File: src/hw/rtl/bhpq_pkg.sv
// Shared constants, codes and controller/datapath command and status types.
package bhpq_pkg;

  localparam int unsigned CAPACITY_DEF = 32;
  localparam int unsigned KEY_W        = 32;
  localparam int unsigned CNT_OUT_W    = 6;

  typedef enum logic {
    REQ_INSERT = 1'b0,
    REQ_POP    = 1'b1
  } req_e;

  typedef enum logic [1:0] {
    ST_OK    = 2'd0,
    ST_FULL  = 2'd1,
    ST_EMPTY = 2'd2
  } status_e;

  // Commands from the controller to the datapath.
  typedef struct packed {
    logic    ins_begin;
    logic    rd_parent;
    logic    up_move;
    logic    place;
    logic    rd_ends;
    logic    pop_load;
    logic    rd_kids;
    logic    down_move;
    logic    rsp_load;
    logic    rsp_pop;
    status_e rsp_status;
  } cmd_t;

  // Status from the datapath to the controller.
  typedef struct packed {
    logic full;
    logic empty;
    logic at_root;
    logic up_go;
    logic leaf;
    logic down_go;
  } sts_t;

endpackage

File: src/hw/rtl/bhpq_req_if.sv
// Request channel interface: valid/ready handshake with the request payload.
interface bhpq_req_if import bhpq_pkg::*; ();
  logic             valid;
  logic             ready;
  logic             req_type;
  logic [KEY_W-1:0] key_in;

  modport source (output valid, output req_type, output key_in, input ready);
  modport sink (input valid, input req_type, input key_in, output ready);
endinterface

File: src/hw/rtl/bhpq_rsp_if.sv
// Response channel interface: valid/ready handshake with the response payload.
interface bhpq_rsp_if import bhpq_pkg::*; ();
  logic                 valid;
  logic                 ready;
  logic [1:0]           status;
  logic [KEY_W-1:0]     popped_key;
  logic [CNT_OUT_W-1:0] entry_count;

  modport source (output valid, output status, output popped_key, output entry_count,
                  input ready);
  modport sink (input valid, input status, input popped_key, input entry_count,
                output ready);
endinterface

File: src/hw/rtl/bhpq_dp.sv
// Heap datapath: key store, position and count registers, compares and response register.
module bhpq_dp import bhpq_pkg::*; #(
  parameter int unsigned CAPACITY = CAPACITY_DEF
) (
  input  logic                 clk_i,
  input  logic                 rst_ni,
  input  logic [KEY_W-1:0]     key_i,
  input  cmd_t                 cmd_i,
  output sts_t                 sts_o,
  output logic [1:0]           rsp_status_o,
  output logic [KEY_W-1:0]     rsp_popped_key_o,
  output logic [CNT_OUT_W-1:0] rsp_entry_count_o
);

  localparam int unsigned AW    = (CAPACITY > 1) ? $clog2(CAPACITY) : 1;
  localparam int unsigned CNT_W = $clog2(CAPACITY + 1);
  localparam int unsigned LW    = AW + 2;

  logic [KEY_W-1:0] mem_q [CAPACITY];

  logic [CNT_W-1:0]        count_q, count_d;
  logic [AW-1:0]           pos_q, pos_d;
  logic signed [KEY_W-1:0] key_q, key_d;
  logic [KEY_W-1:0]        popped_q, popped_d;
  logic signed [KEY_W-1:0] rd0_q, rd1_q;

  logic [1:0]           rsp_status_q;
  logic [KEY_W-1:0]     rsp_popped_q;
  logic [CNT_OUT_W-1:0] rsp_count_q;

  logic [AW-1:0]           parent, last, best_idx, raddr0, raddr1, waddr;
  logic [LW-1:0]           kid_l, kid_r, count_w;
  logic                    l_gt, r_ok, r_gt, we;
  logic signed [KEY_W-1:0] left_or_key, best_val;
  logic [KEY_W-1:0]        wdata;

  assign parent  = (pos_q - AW'(1)) >> 1;
  assign last    = AW'(count_q - CNT_W'(1));
  assign kid_l   = {1'b0, pos_q, 1'b1};
  assign kid_r   = kid_l + LW'(1);
  assign count_w = LW'(count_q);

  // Sift-down choice: left child wins a tie, and an equal child never displaces the key.
  assign r_ok        = kid_r < count_w;
  assign l_gt        = rd0_q > key_q;
  assign left_or_key = l_gt ? rd0_q : key_q;
  assign r_gt        = r_ok && (rd1_q > left_or_key);
  assign best_idx    = r_gt ? kid_r[AW-1:0] : kid_l[AW-1:0];
  assign best_val    = r_gt ? rd1_q : rd0_q;

  assign sts_o.full    = count_q == CNT_W'(CAPACITY);
  assign sts_o.empty   = count_q == '0;
  assign sts_o.at_root = pos_q == '0;
  assign sts_o.up_go   = key_q > rd0_q;
  assign sts_o.leaf    = kid_l >= count_w;
  assign sts_o.down_go = l_gt || r_gt;

  always_comb begin
    raddr0 = '0;
    raddr1 = last;
    if (cmd_i.rd_parent) begin
      raddr0 = parent;
    end else if (cmd_i.rd_kids) begin
      raddr0 = kid_l[AW-1:0];
      raddr1 = kid_r[AW-1:0];
    end
  end

  // The moving key stays in key_q; only the vacated slot is written each level.
  always_comb begin
    we    = cmd_i.place || cmd_i.up_move || cmd_i.down_move;
    waddr = pos_q;
    wdata = key_q;
    if (cmd_i.up_move) begin
      wdata = rd0_q;
    end else if (cmd_i.down_move) begin
      wdata = best_val;
    end
  end

  always_ff @(posedge clk_i) begin
    if (we) begin
      mem_q[waddr] <= wdata;
    end
    rd0_q <= mem_q[raddr0];
    rd1_q <= mem_q[raddr1];
  end

  always_comb begin
    count_d  = count_q;
    pos_d    = pos_q;
    key_d    = key_q;
    popped_d = popped_q;
    if (cmd_i.ins_begin) begin
      count_d = count_q + CNT_W'(1);
      pos_d   = AW'(count_q);
      key_d   = key_i;
    end
    if (cmd_i.rd_ends) begin
      count_d = count_q - CNT_W'(1);
    end
    if (cmd_i.up_move) begin
      pos_d = parent;
    end
    if (cmd_i.pop_load) begin
      pos_d    = '0;
      key_d    = rd1_q;
      popped_d = rd0_q;
    end
    if (cmd_i.down_move) begin
      pos_d = best_idx;
    end
  end

  always_ff @(posedge clk_i or negedge rst_ni) begin
    if (!rst_ni) begin
      count_q <= '0;
    end else begin
      count_q <= count_d;
    end
  end

  always_ff @(posedge clk_i) begin
    pos_q    <= pos_d;
    key_q    <= key_d;
    popped_q <= popped_d;
    if (cmd_i.rsp_load) begin
      rsp_status_q <= cmd_i.rsp_status;
      rsp_popped_q <= cmd_i.rsp_pop ? popped_q : '0;
      rsp_count_q  <= CNT_OUT_W'(count_q);
    end
  end

  assign rsp_status_o      = rsp_status_q;
  assign rsp_popped_key_o  = rsp_popped_q;
  assign rsp_entry_count_o = rsp_count_q;

endmodule

File: src/hw/rtl/bhpq_ctrl.sv
// Heap controller: state machine sequencing insert and pop sifts and the response handshake.
module bhpq_ctrl import bhpq_pkg::*; (
  input  logic clk_i,
  input  logic rst_ni,
  input  logic req_valid_i,
  input  logic req_type_i,
  output logic req_ready_o,
  input  logic rsp_ready_i,
  output logic rsp_valid_o,
  input  sts_t sts_i,
  output cmd_t cmd_o
);

  typedef enum logic [2:0] {
    S_IDLE,
    S_UP_RD,
    S_UP_ST,
    S_POP_RD,
    S_POP_LD,
    S_DN_RD,
    S_DN_ST,
    S_FIN
  } state_e;

  state_e  state_q, state_d;
  status_e status_q, status_d;
  logic    pop_ok_q, pop_ok_d;
  logic    rsp_valid_q, rsp_valid_d;

  always_comb begin
    state_d  = state_q;
    status_d = status_q;
    pop_ok_d = pop_ok_q;
    cmd_o    = '0;
    cmd_o.rsp_status = status_q;
    cmd_o.rsp_pop    = pop_ok_q;
    unique case (state_q)
      S_IDLE: begin
        if (req_valid_i) begin
          if (req_e'(req_type_i) == REQ_POP) begin
            if (sts_i.empty) begin
              status_d = ST_EMPTY;
              pop_ok_d = 1'b0;
              state_d  = S_FIN;
            end else begin
              status_d = ST_OK;
              pop_ok_d = 1'b1;
              state_d  = S_POP_RD;
            end
          end else begin
            pop_ok_d = 1'b0;
            if (sts_i.full) begin
              status_d = ST_FULL;
              state_d  = S_FIN;
            end else begin
              status_d        = ST_OK;
              cmd_o.ins_begin = 1'b1;
              state_d         = S_UP_RD;
            end
          end
        end
      end
      S_UP_RD: begin
        if (sts_i.at_root) begin
          cmd_o.place = 1'b1;
          state_d     = S_FIN;
        end else begin
          cmd_o.rd_parent = 1'b1;
          state_d         = S_UP_ST;
        end
      end
      S_UP_ST: begin
        if (sts_i.up_go) begin
          cmd_o.up_move = 1'b1;
          state_d       = S_UP_RD;
        end else begin
          cmd_o.place = 1'b1;
          state_d     = S_FIN;
        end
      end
      S_POP_RD: begin
        cmd_o.rd_ends = 1'b1;
        state_d       = S_POP_LD;
      end
      S_POP_LD: begin
        cmd_o.pop_load = 1'b1;
        state_d        = S_DN_RD;
      end
      S_DN_RD: begin
        if (sts_i.leaf) begin
          cmd_o.place = 1'b1;
          state_d     = S_FIN;
        end else begin
          cmd_o.rd_kids = 1'b1;
          state_d       = S_DN_ST;
        end
      end
      S_DN_ST: begin
        if (sts_i.down_go) begin
          cmd_o.down_move = 1'b1;
          state_d         = S_DN_RD;
        end else begin
          cmd_o.place = 1'b1;
          state_d     = S_FIN;
        end
      end
      S_FIN: begin
        if (!rsp_valid_q || rsp_ready_i) begin
          cmd_o.rsp_load = 1'b1;
          state_d        = S_IDLE;
        end
      end
      default: begin
        state_d = S_IDLE;
      end
    endcase
  end

  always_comb begin
    rsp_valid_d = rsp_valid_q;
    if (cmd_o.rsp_load) begin
      rsp_valid_d = 1'b1;
    end else if (rsp_ready_i) begin
      rsp_valid_d = 1'b0;
    end
  end

  always_ff @(posedge clk_i or negedge rst_ni) begin
    if (!rst_ni) begin
      state_q     <= S_IDLE;
      status_q    <= ST_OK;
      pop_ok_q    <= 1'b0;
      rsp_valid_q <= 1'b0;
    end else begin
      state_q     <= state_d;
      status_q    <= status_d;
      pop_ok_q    <= pop_ok_d;
      rsp_valid_q <= rsp_valid_d;
    end
  end

  assign req_ready_o = state_q == S_IDLE;
  assign rsp_valid_o = rsp_valid_q;

endmodule

File: src/hw/rtl/binary_heap_priority_queue.sv
// Top level of the binary max-heap priority queue.
//
// This block keeps up to CAPACITY signed 32-bit keys in a binary max-heap held in an
// on-chip memory with one write port and two registered read ports. Each request either
// inserts key_in or pops the largest key, and every request yields exactly one response
// carrying a status (ok, insert dropped because the heap is full, or pop on an empty
// heap), the popped key (zero unless a pop succeeded) and the number of keys held after
// the request. Requests are handled one at a time. Each heap level visited by a sift
// takes a read of the memory and then a compare that writes the vacated slot, and a
// key moves at most log2(CAPACITY) levels. A finished response waits until the output
// register is free, that is until the previous response has been read, and only then
// is the next request taken. Ties resolve as follows: an inserted key stops below an
// equal parent, and during a pop the left child wins a tie between children and a
// child equal to the moving key stays put.
module binary_heap_priority_queue import bhpq_pkg::*; #(
  parameter int unsigned CAPACITY = CAPACITY_DEF
) (
  input  logic        clk_i,
  input  logic        rst_ni,
  bhpq_req_if.sink    req_i,
  bhpq_rsp_if.source  rsp_o
);

  cmd_t cmd;
  sts_t sts;

  // Controller: sequences the sift steps and owns both handshakes.
  bhpq_ctrl u_ctrl (
    .clk_i       (clk_i),
    .rst_ni      (rst_ni),
    .req_valid_i (req_i.valid),
    .req_type_i  (req_i.req_type),
    .req_ready_o (req_i.ready),
    .rsp_ready_i (rsp_o.ready),
    .rsp_valid_o (rsp_o.valid),
    .sts_i       (sts),
    .cmd_o       (cmd)
  );

  // Datapath: heap memory, moving key, position, count and response payload.
  bhpq_dp #(
    .CAPACITY (CAPACITY)
  ) u_dp (
    .clk_i             (clk_i),
    .rst_ni            (rst_ni),
    .key_i             (req_i.key_in),
    .cmd_i             (cmd),
    .sts_o             (sts),
    .rsp_status_o      (rsp_o.status),
    .rsp_popped_key_o  (rsp_o.popped_key),
    .rsp_entry_count_o (rsp_o.entry_count)
  );

  // The heap can never be full and empty at once.
  a_full_empty: assert property (@(posedge clk_i) disable iff (!rst_ni)
    !(sts.full && sts.empty))
    else $error("heap reports full and empty together");

  // The engine is not ready in the cycle after it takes a request.
  a_busy_after_accept: assert property (@(posedge clk_i) disable iff (!rst_ni)
    req_i.valid && req_i.ready |=> !req_i.ready)
    else $error("request taken while the previous one is still in progress");

  // A dropped insert leaves a full heap and returns no key.
  a_full_rsp: assert property (@(posedge clk_i) disable iff (!rst_ni)
    rsp_o.valid && (rsp_o.status == ST_FULL) |->
      (rsp_o.popped_key == '0) && (rsp_o.entry_count == CNT_OUT_W'(CAPACITY)))
    else $error("full response with a key or a wrong count");

  // A pop on an empty heap returns zero and an empty count.
  a_empty_rsp: assert property (@(posedge clk_i) disable iff (!rst_ni)
    rsp_o.valid && (rsp_o.status == ST_EMPTY) |->
      (rsp_o.popped_key == '0) && (rsp_o.entry_count == '0))
    else $error("empty response with a key or a nonzero count");

endmodule

File: src/flat_wrapper.sv
// flat-port wrapper written by rule: the top's interface ports become plain ports
module binary_heap_priority_queue_flat import bhpq_pkg::*;
#(
  parameter int unsigned CAPACITY = CAPACITY_DEF
)
  (clk_i, rst_ni, req_i_valid, req_i_req_type, req_i_key_in, req_i_ready, rsp_o_valid, rsp_o_status, rsp_o_popped_key, rsp_o_entry_count, rsp_o_ready);
  bhpq_req_if req_i_i ();
  bhpq_rsp_if rsp_o_i ();
  input  logic clk_i;
  input  logic rst_ni;
  input wire logic [$bits(req_i_i.valid)-1:0] req_i_valid;
  input wire logic [$bits(req_i_i.req_type)-1:0] req_i_req_type;
  input wire logic [$bits(req_i_i.key_in)-1:0] req_i_key_in;
  output wire logic [$bits(req_i_i.ready)-1:0] req_i_ready;
  output wire logic [$bits(rsp_o_i.valid)-1:0] rsp_o_valid;
  output wire logic [$bits(rsp_o_i.status)-1:0] rsp_o_status;
  output wire logic [$bits(rsp_o_i.popped_key)-1:0] rsp_o_popped_key;
  output wire logic [$bits(rsp_o_i.entry_count)-1:0] rsp_o_entry_count;
  input wire logic [$bits(rsp_o_i.ready)-1:0] rsp_o_ready;
  assign req_i_i.valid = req_i_valid;
  assign req_i_i.req_type = req_i_req_type;
  assign req_i_i.key_in = req_i_key_in;
  assign req_i_ready = req_i_i.ready;
  assign rsp_o_valid = rsp_o_i.valid;
  assign rsp_o_status = rsp_o_i.status;
  assign rsp_o_popped_key = rsp_o_i.popped_key;
  assign rsp_o_entry_count = rsp_o_i.entry_count;
  assign rsp_o_i.ready = rsp_o_ready;
  binary_heap_priority_queue #(.CAPACITY(CAPACITY)) u_core (.clk_i(clk_i), .rst_ni(rst_ni), .req_i(req_i_i), .rsp_o(rsp_o_i));
endmodule
File: config.mk
export PLATFORM = sky130hd
export DESIGN_NAME = binary_heap_priority_queue_flat
export DESIGN_NICKNAME = d
export VERILOG_FILES = /design/src/hw/rtl/bhpq_pkg.sv /design/src/hw/rtl/bhpq_req_if.sv /design/src/hw/rtl/bhpq_rsp_if.sv /design/src/hw/rtl/bhpq_dp.sv /design/src/hw/rtl/bhpq_ctrl.sv /design/src/hw/rtl/binary_heap_priority_queue.sv /design/src/flat_wrapper.sv
export SDC_FILE = /design/constraint.sdc
export NUM_CORES = 2
export LEC_CHECK = 0
export ABC_AREA = 0
export CORE_AREA = 2 2 213 424
export CTS_CLUSTER_SIZE = 28
export DETAILED_ROUTE_END_ITERATION = 7
export DIE_AREA = 0 0 215 426
export DONT_BUFFER_PORTS = 1
export PLACE_DENSITY = 0.78
export SYNTH_ARGS = -nofsm -noshare
export SYNTH_HDL_FRONTEND = slang
export SYNTH_HIERARCHICAL = 1
export SYNTH_SLANG_ARGS = --single-unit
File: constraint.sdc
create_clock -name clk_i -period 19.3 [get_ports clk_i]
set_input_delay 0.965 -clock clk_i [delete_from_list [all_inputs] [get_ports clk_i]]
set_output_delay 0.965 -clock clk_i [all_outputs]
set_load 0.03 [all_outputs]
## After elaboration in Yosys (flattened, before gate mapping)

Memories as Yosys holds them, arrays and structs flattened. A register that Yosys moved wholly into a read port is not among the register bits.
Cells that the tools add are included.

- Output and inout port bits: 42
- Memories: 1
- Bits of input ports: 37
- RAM bits: 1024
- Logic and storage cells: 103
- Register bits after elaboration: 122

Memory list:

| name | words | bits a word | read ports | clocked after memory_dff | write ports | line | source |
|---|---|---|---|---|---|---|---|
| u_core.u_dp.mem_q | 32 | 32 | 2 | 2 | 1 | bhpq_dp.sv:19 | `logic [KEY_W-1:0] mem_q [CAPACITY];` |

- Reduce and logical (&&, ||, !) cells: 15
- Muxes and demuxes: 57
- Order comparisons: 5
- Add/sub/neg operators: 4
- Equality and inequality tests: 10

Operators by type and width:

| operator | count |
|---|---|
| $mux 32 | 6 |
| $gt 32x32->1 | 3 |
| $mux 5 | 9 |
| $mux 1 | 28 |
| $pmux 3 s8 | 1 |
| $mux 3 | 7 |
| $eq 3x3->1 const B | 4 |
| $mux 6 | 2 |
| $add 6x1->7 const B | 1 |
| $lt 7x6->1 | 1 |
| $add 6x1->6 const B | 1 |
| $eq 3x2->1 const B | 2 |
| $eq 6x6->1 const B | 1 |
| $ge 6x6->1 | 1 |
| $logic_not 6->1 | 1 |
| $mux 2 | 3 |
| $reduce_bool 2->1 | 3 |
| $sub 6x1->6 const B | 1 |
| $logic_not 5->1 | 1 |
| $sub 5x1->5 const B | 1 |
| $logic_or 1x1->1 | 4 |
| $ne 2x2->1 const B | 2 |
| $pmux 1 s4 | 1 |
| $reduce_and 2->1 | 2 |
| other kinds (5) | 5 |

## Longest topological paths before layout

- Depth after elaboration: 11
- Depth in mapped cells: 27
- Mapped depth without buffers: 24

## By module

Netlist, hierarchy kept.

By module, submodules not included:

| module | area each (sq um) | cells each | instances | seq. area each (sq um) |
|---|---|---|---|---|
| bhpq_dp | 56409.1 | 3201 | 1 | 35454.0 |
| bhpq_ctrl | 501.7 | 56 | 1 | 175.2 |

## Worst setup path after synthesis

Ideal clock, no wire load.

- Path type: flip-flop to flip-flop
- Start: register u_core.u_dp.key_q[31]
- End: memory u_core.u_dp.mem_q[0][10] (data pin)
- Data required time: 18.846 ns
- Buffers on the path: 4
- Path slack: 12.266 ns
- Clock period less this slack: 7.034 ns
- Arrival: 6.580 ns
- Library setup time: 0.454 ns
- Cell stages (with the launch flop): 26
- Cells stage by stage: edfxtp_1 > ha_1 > nand4_1 > or2_2 > nor3_1 > nor2_1 > a41oi_1 > mux2i_1 > buf_2 > mux2i_1 > ha_1 > and4_1 > nand3_1 > or4_1 > a31oi_1 > o22a_1 > buf_2 > nand2_1 > nand2b_1 > nand2_1 > nor2_1 > or2_2 > clkbuf_1 > clkbuf_1 > nand2_1 > o21ai_0

RTL lines:

| element | line | source |
|---|---|---|
| start, declared | bhpq_dp.sv:23 | `logic signed [KEY_W-1:0] key_q, key_d;` |
| start signal, assigned | bhpq_dp.sv:125 | `key_q <= key_d;` |
| end, declared | bhpq_dp.sv:19 |  |

==> qor.csv <==
stage;metric;value;unit
floorplanning;start_util;0.645;
logic_synthesis;synth-edff-count;1133;
cts;root_buffer;clkbuf_16;
global_route;grt_overflow;0;
layout;n_fill_cell;5331;
floorplanning;fp.dieH;426;um
worst_hold_path;hp-class;in2reg;
floorplanning;num_rows;154;
placement;portBuffers;0;
cts;clkLatencyLatePin;0.72;ns
run;maxCapViolations;1;
logic_synthesis;yosysSeqAreaShare;0.626;
sta;relSlewSlack;-0.0253;
sta;fin_crit_sh;0.437;
cts;ctsResizeCount;0;
layout;area_growth;9.01;%
global_route;track_usage;0.365;
floorplanning;die-area;0.0916;mm2
placement;post-place-ws;11.11;ns
layout;fin_nets;3336;
placement;hpwl;103000;um
logic_synthesis;avgSynthCellArea;17.5;um2
cts;clock-sinks;1210;
setup_path;crit_path_end_kind;register;
logic_synthesis;yosys-top-cells-area;edfxtp_1 60%, mux4_2 20%, mux2i_1 2.3%;
cts;clkTransAtPathRegs;0.07;ns
setup_path;critPathMaxFanout;48;
logic_synthesis;syn_area;0.0569;mm2
floorplanning;core_area;0.0882;mm2
logic_synthesis;synth_flop_cell;edfxtp_1;
logic_synthesis;synth-seq-cells;1210;
cts;cts_tree;done;
detailed_routing;viasPerCell;7.58;
sta;final_max_slew_viol_count;33;
detailed_routing;dr.pass1.iters;6;
status;status;complete, but fails checks;
detailed_routing;dr_wl_met2;82800;um
global_route;grt_pass1_vias;35300;
detailed_routing;m1WireLength;49700;um
detailed_routing;wl_met3;19100;um
detailed_routing;vias;33900;
detailed_routing;topRoutingLayerUsed;met5;
sta;fmaxAchievable;0.119;GHz
layout;drive_above_1_share;0.284;
setup_path;cp_slowest_cell;mux2i_4;
floorplanning;die_w;215;um
logic_synthesis;synth_commonest_cells;1,133 x edfxtp_1, 512 x mux4_2, 296 x nand2_1;
cts;clockBufferDepth;3;
sta;hold_violations;0;
sta;clock_skew;0.0349;ns
sta;fin_setup_tns;0;ns
detailed_routing;ant_nets;0;
setup_path;worstSetupPathType;reg2reg;
sta;grt_setup_unrepaired;no;
setup_path;rrSetupSlack;10.87;ns
detailed_routing;drtIter0Drc;5021;
setup_path;crit_arrival;8.72;ns
logic_synthesis;synth_nets;3376;
logic_synthesis;synth.yosys.warnings;6;
logic_synthesis;syn_inst;3257;
setup_path;cpPeakStageDelay;0.70;ns
sta;setup_viol;0;
global_route;antenna_found_initial;16;
logic_synthesis;synth.most_common_cell;edfxtp_1;
detailed_routing;wl_per_cell;36.7;um
detailed_routing;drcViolationCount;0;
setup_path;crit_required;19.60;ns
global_route;grt_max_degree;129;
detailed_routing;wl;164000;um
status;violations;capacitance limit, slew limit;
global_route;grt_pass1_wl;239000;um
setup_path;path_delay_family;simple AND/OR/NAND/NOR gates;
logic_synthesis;synth_top_cell_by_area;edfxtp_1;
sta;worstMarginPinSlew;1.53;ns
logic_synthesis;netlist.area_leader.share;0.598;
logic_synthesis;synth-async-reset-ratio;0.0107;
sta;fin_crit;8.43;ns
cts;cts_max_level;3;
placement;gp_congestion;1.04;
floorplanning;ioPinCount;79;
sta;worst_slack;10.87;ns
setup_path;critPathLaunchType;register;
logic_synthesis;ys_types;63;
cts;cts_buffers;99;
setup_path;path_buf_inv;4;
setup_path;crit_top_cell;buf_4;
-- worst paths after layout --
path	start	end	cells past startpoint
min in group asynchronous	rst_ni	u_core/u_dp/count_q[5]$_DFFE_PN0P_	1
hold / removal	rsp_o_ready	u_core/u_ctrl/rsp_valid_o$_DFFE_PN0P_	1
hold reg to reg	u_core/u_ctrl/status_q[0]$_DFFE_PN0P_	u_core/u_dp/rsp_status_o[0]$_DFFE_PP_	0
setup / recovery	u_core/u_dp/rd0_q[25]$_DFF_P_	u_core/u_dp/mem_q[24][28]$_DFFE_PP_	25
max in group asynchronous	rst_ni	u_core/u_ctrl/rsp_valid_o$_DFFE_PN0P_	1
setup reg to reg	u_core/u_dp/rd0_q[25]$_DFF_P_	u_core/u_dp/mem_q[24][28]$_DFFE_PP_	25
-- registers in the layout, summed over array words and instances, names as in the netlist --
signal                         cells
u_core/u_dp/rd0_q                 32
u_core/u_ctrl/status_q             2
u_core/u_ctrl/rsp_valid_o          1
u_core/u_dp/key_q                 32
u_core/u_dp/pos_q                  5
u_core/u_dp/count_q                6
u_core/u_dp/rd1_q                 32
u_core/u_ctrl/pop_ok_q             1
u_core/u_dp/popped_q              32
u_core/u_dp/rsp_status_o           2
u_core/u_ctrl/state_q              3
u_core/u_dp/rsp_popped_key_o      32
u_core/u_dp/mem_q               1024
u_core/u_dp/rsp_entry_count_o      6
-- what timing repair did --
| item | 4_1_cts | 5_1_grt |
|---|---|---|
| setup buffers | 0 | 0 |
| hold buffers | 1 | 0 |
| hold endpoints to repair | 13 | 0 |
-- layout make-up --
cell class | instances | area, um2 | share of cell area
multi-input cells | 1760 | 20500 | 0.330
diodes | 5 | 12.5 | 0.000202
well taps | 1170 | 1460 | 0.0236
flip-flops and latches | 1210 | 35600 | 0.574
clock buffers | 114 | 2600 | 0.0419
inverters | 50 | 188 | 0.00303
clock inverters | 71 | 810 | 0.0130
repair buffers | 96 | 886 | 0.0143
-- routing by layer --
layer / track usage / vias up
li1: - / 13200
met1: 0.422 / 17300
met2: 0.610 / 2772
met3: 0.0823 / 661
met4: 0.249 / 12
met5: 0 / -
-- logic make-up after synthesis --
| kind of cell | Yosys count | share of synthesized area |
|---|---|---|
| DFF | 1210 | 0.626 |
| muxes | 741 | 0.245 |
| and+or+nand+nor | 628 | 0.0524 |
| AOI/OAI and AO/OA | 295 | 0.0340 |
| buffers and inverters | 287 | 0.0223 |
| adders and majority gates | 82 | 0.0180 |
| xor gates and xnor gates | 14 | 0.00215 |
-- placed cells by master, fill, tap and decap left out, types with 37 or more instances in the layout --
cell type	n
mux2_2	98
o21ai_1	60
mux4_2	512
mux2i_1	128
clkbuf_16	102
o211ai_1	37
dfxtp_1	64
a21oi_1	53
inv_1	49
nand2_1	296
nand3_1	75
edfxtp_1	1133
ha_1	82
buf_4	82
nor2_1	53
-- through the flow --
step	hold slack, ns	std cells	utilization	area, um2
after floorplan	0.420	3257	-	56900
after global routing	0.392	4476	0.703	62000
final	0.404	4476	0.703	62000
after detailed placement	0.441	4283	0.664	58600
after global placement	0.438	4278	0.663	58500
after CTS	0.370	4469	0.702	62000
Power is not shown: default switching activity piles up to over one toggle a cycle in this logic, so the estimate is an artifact.
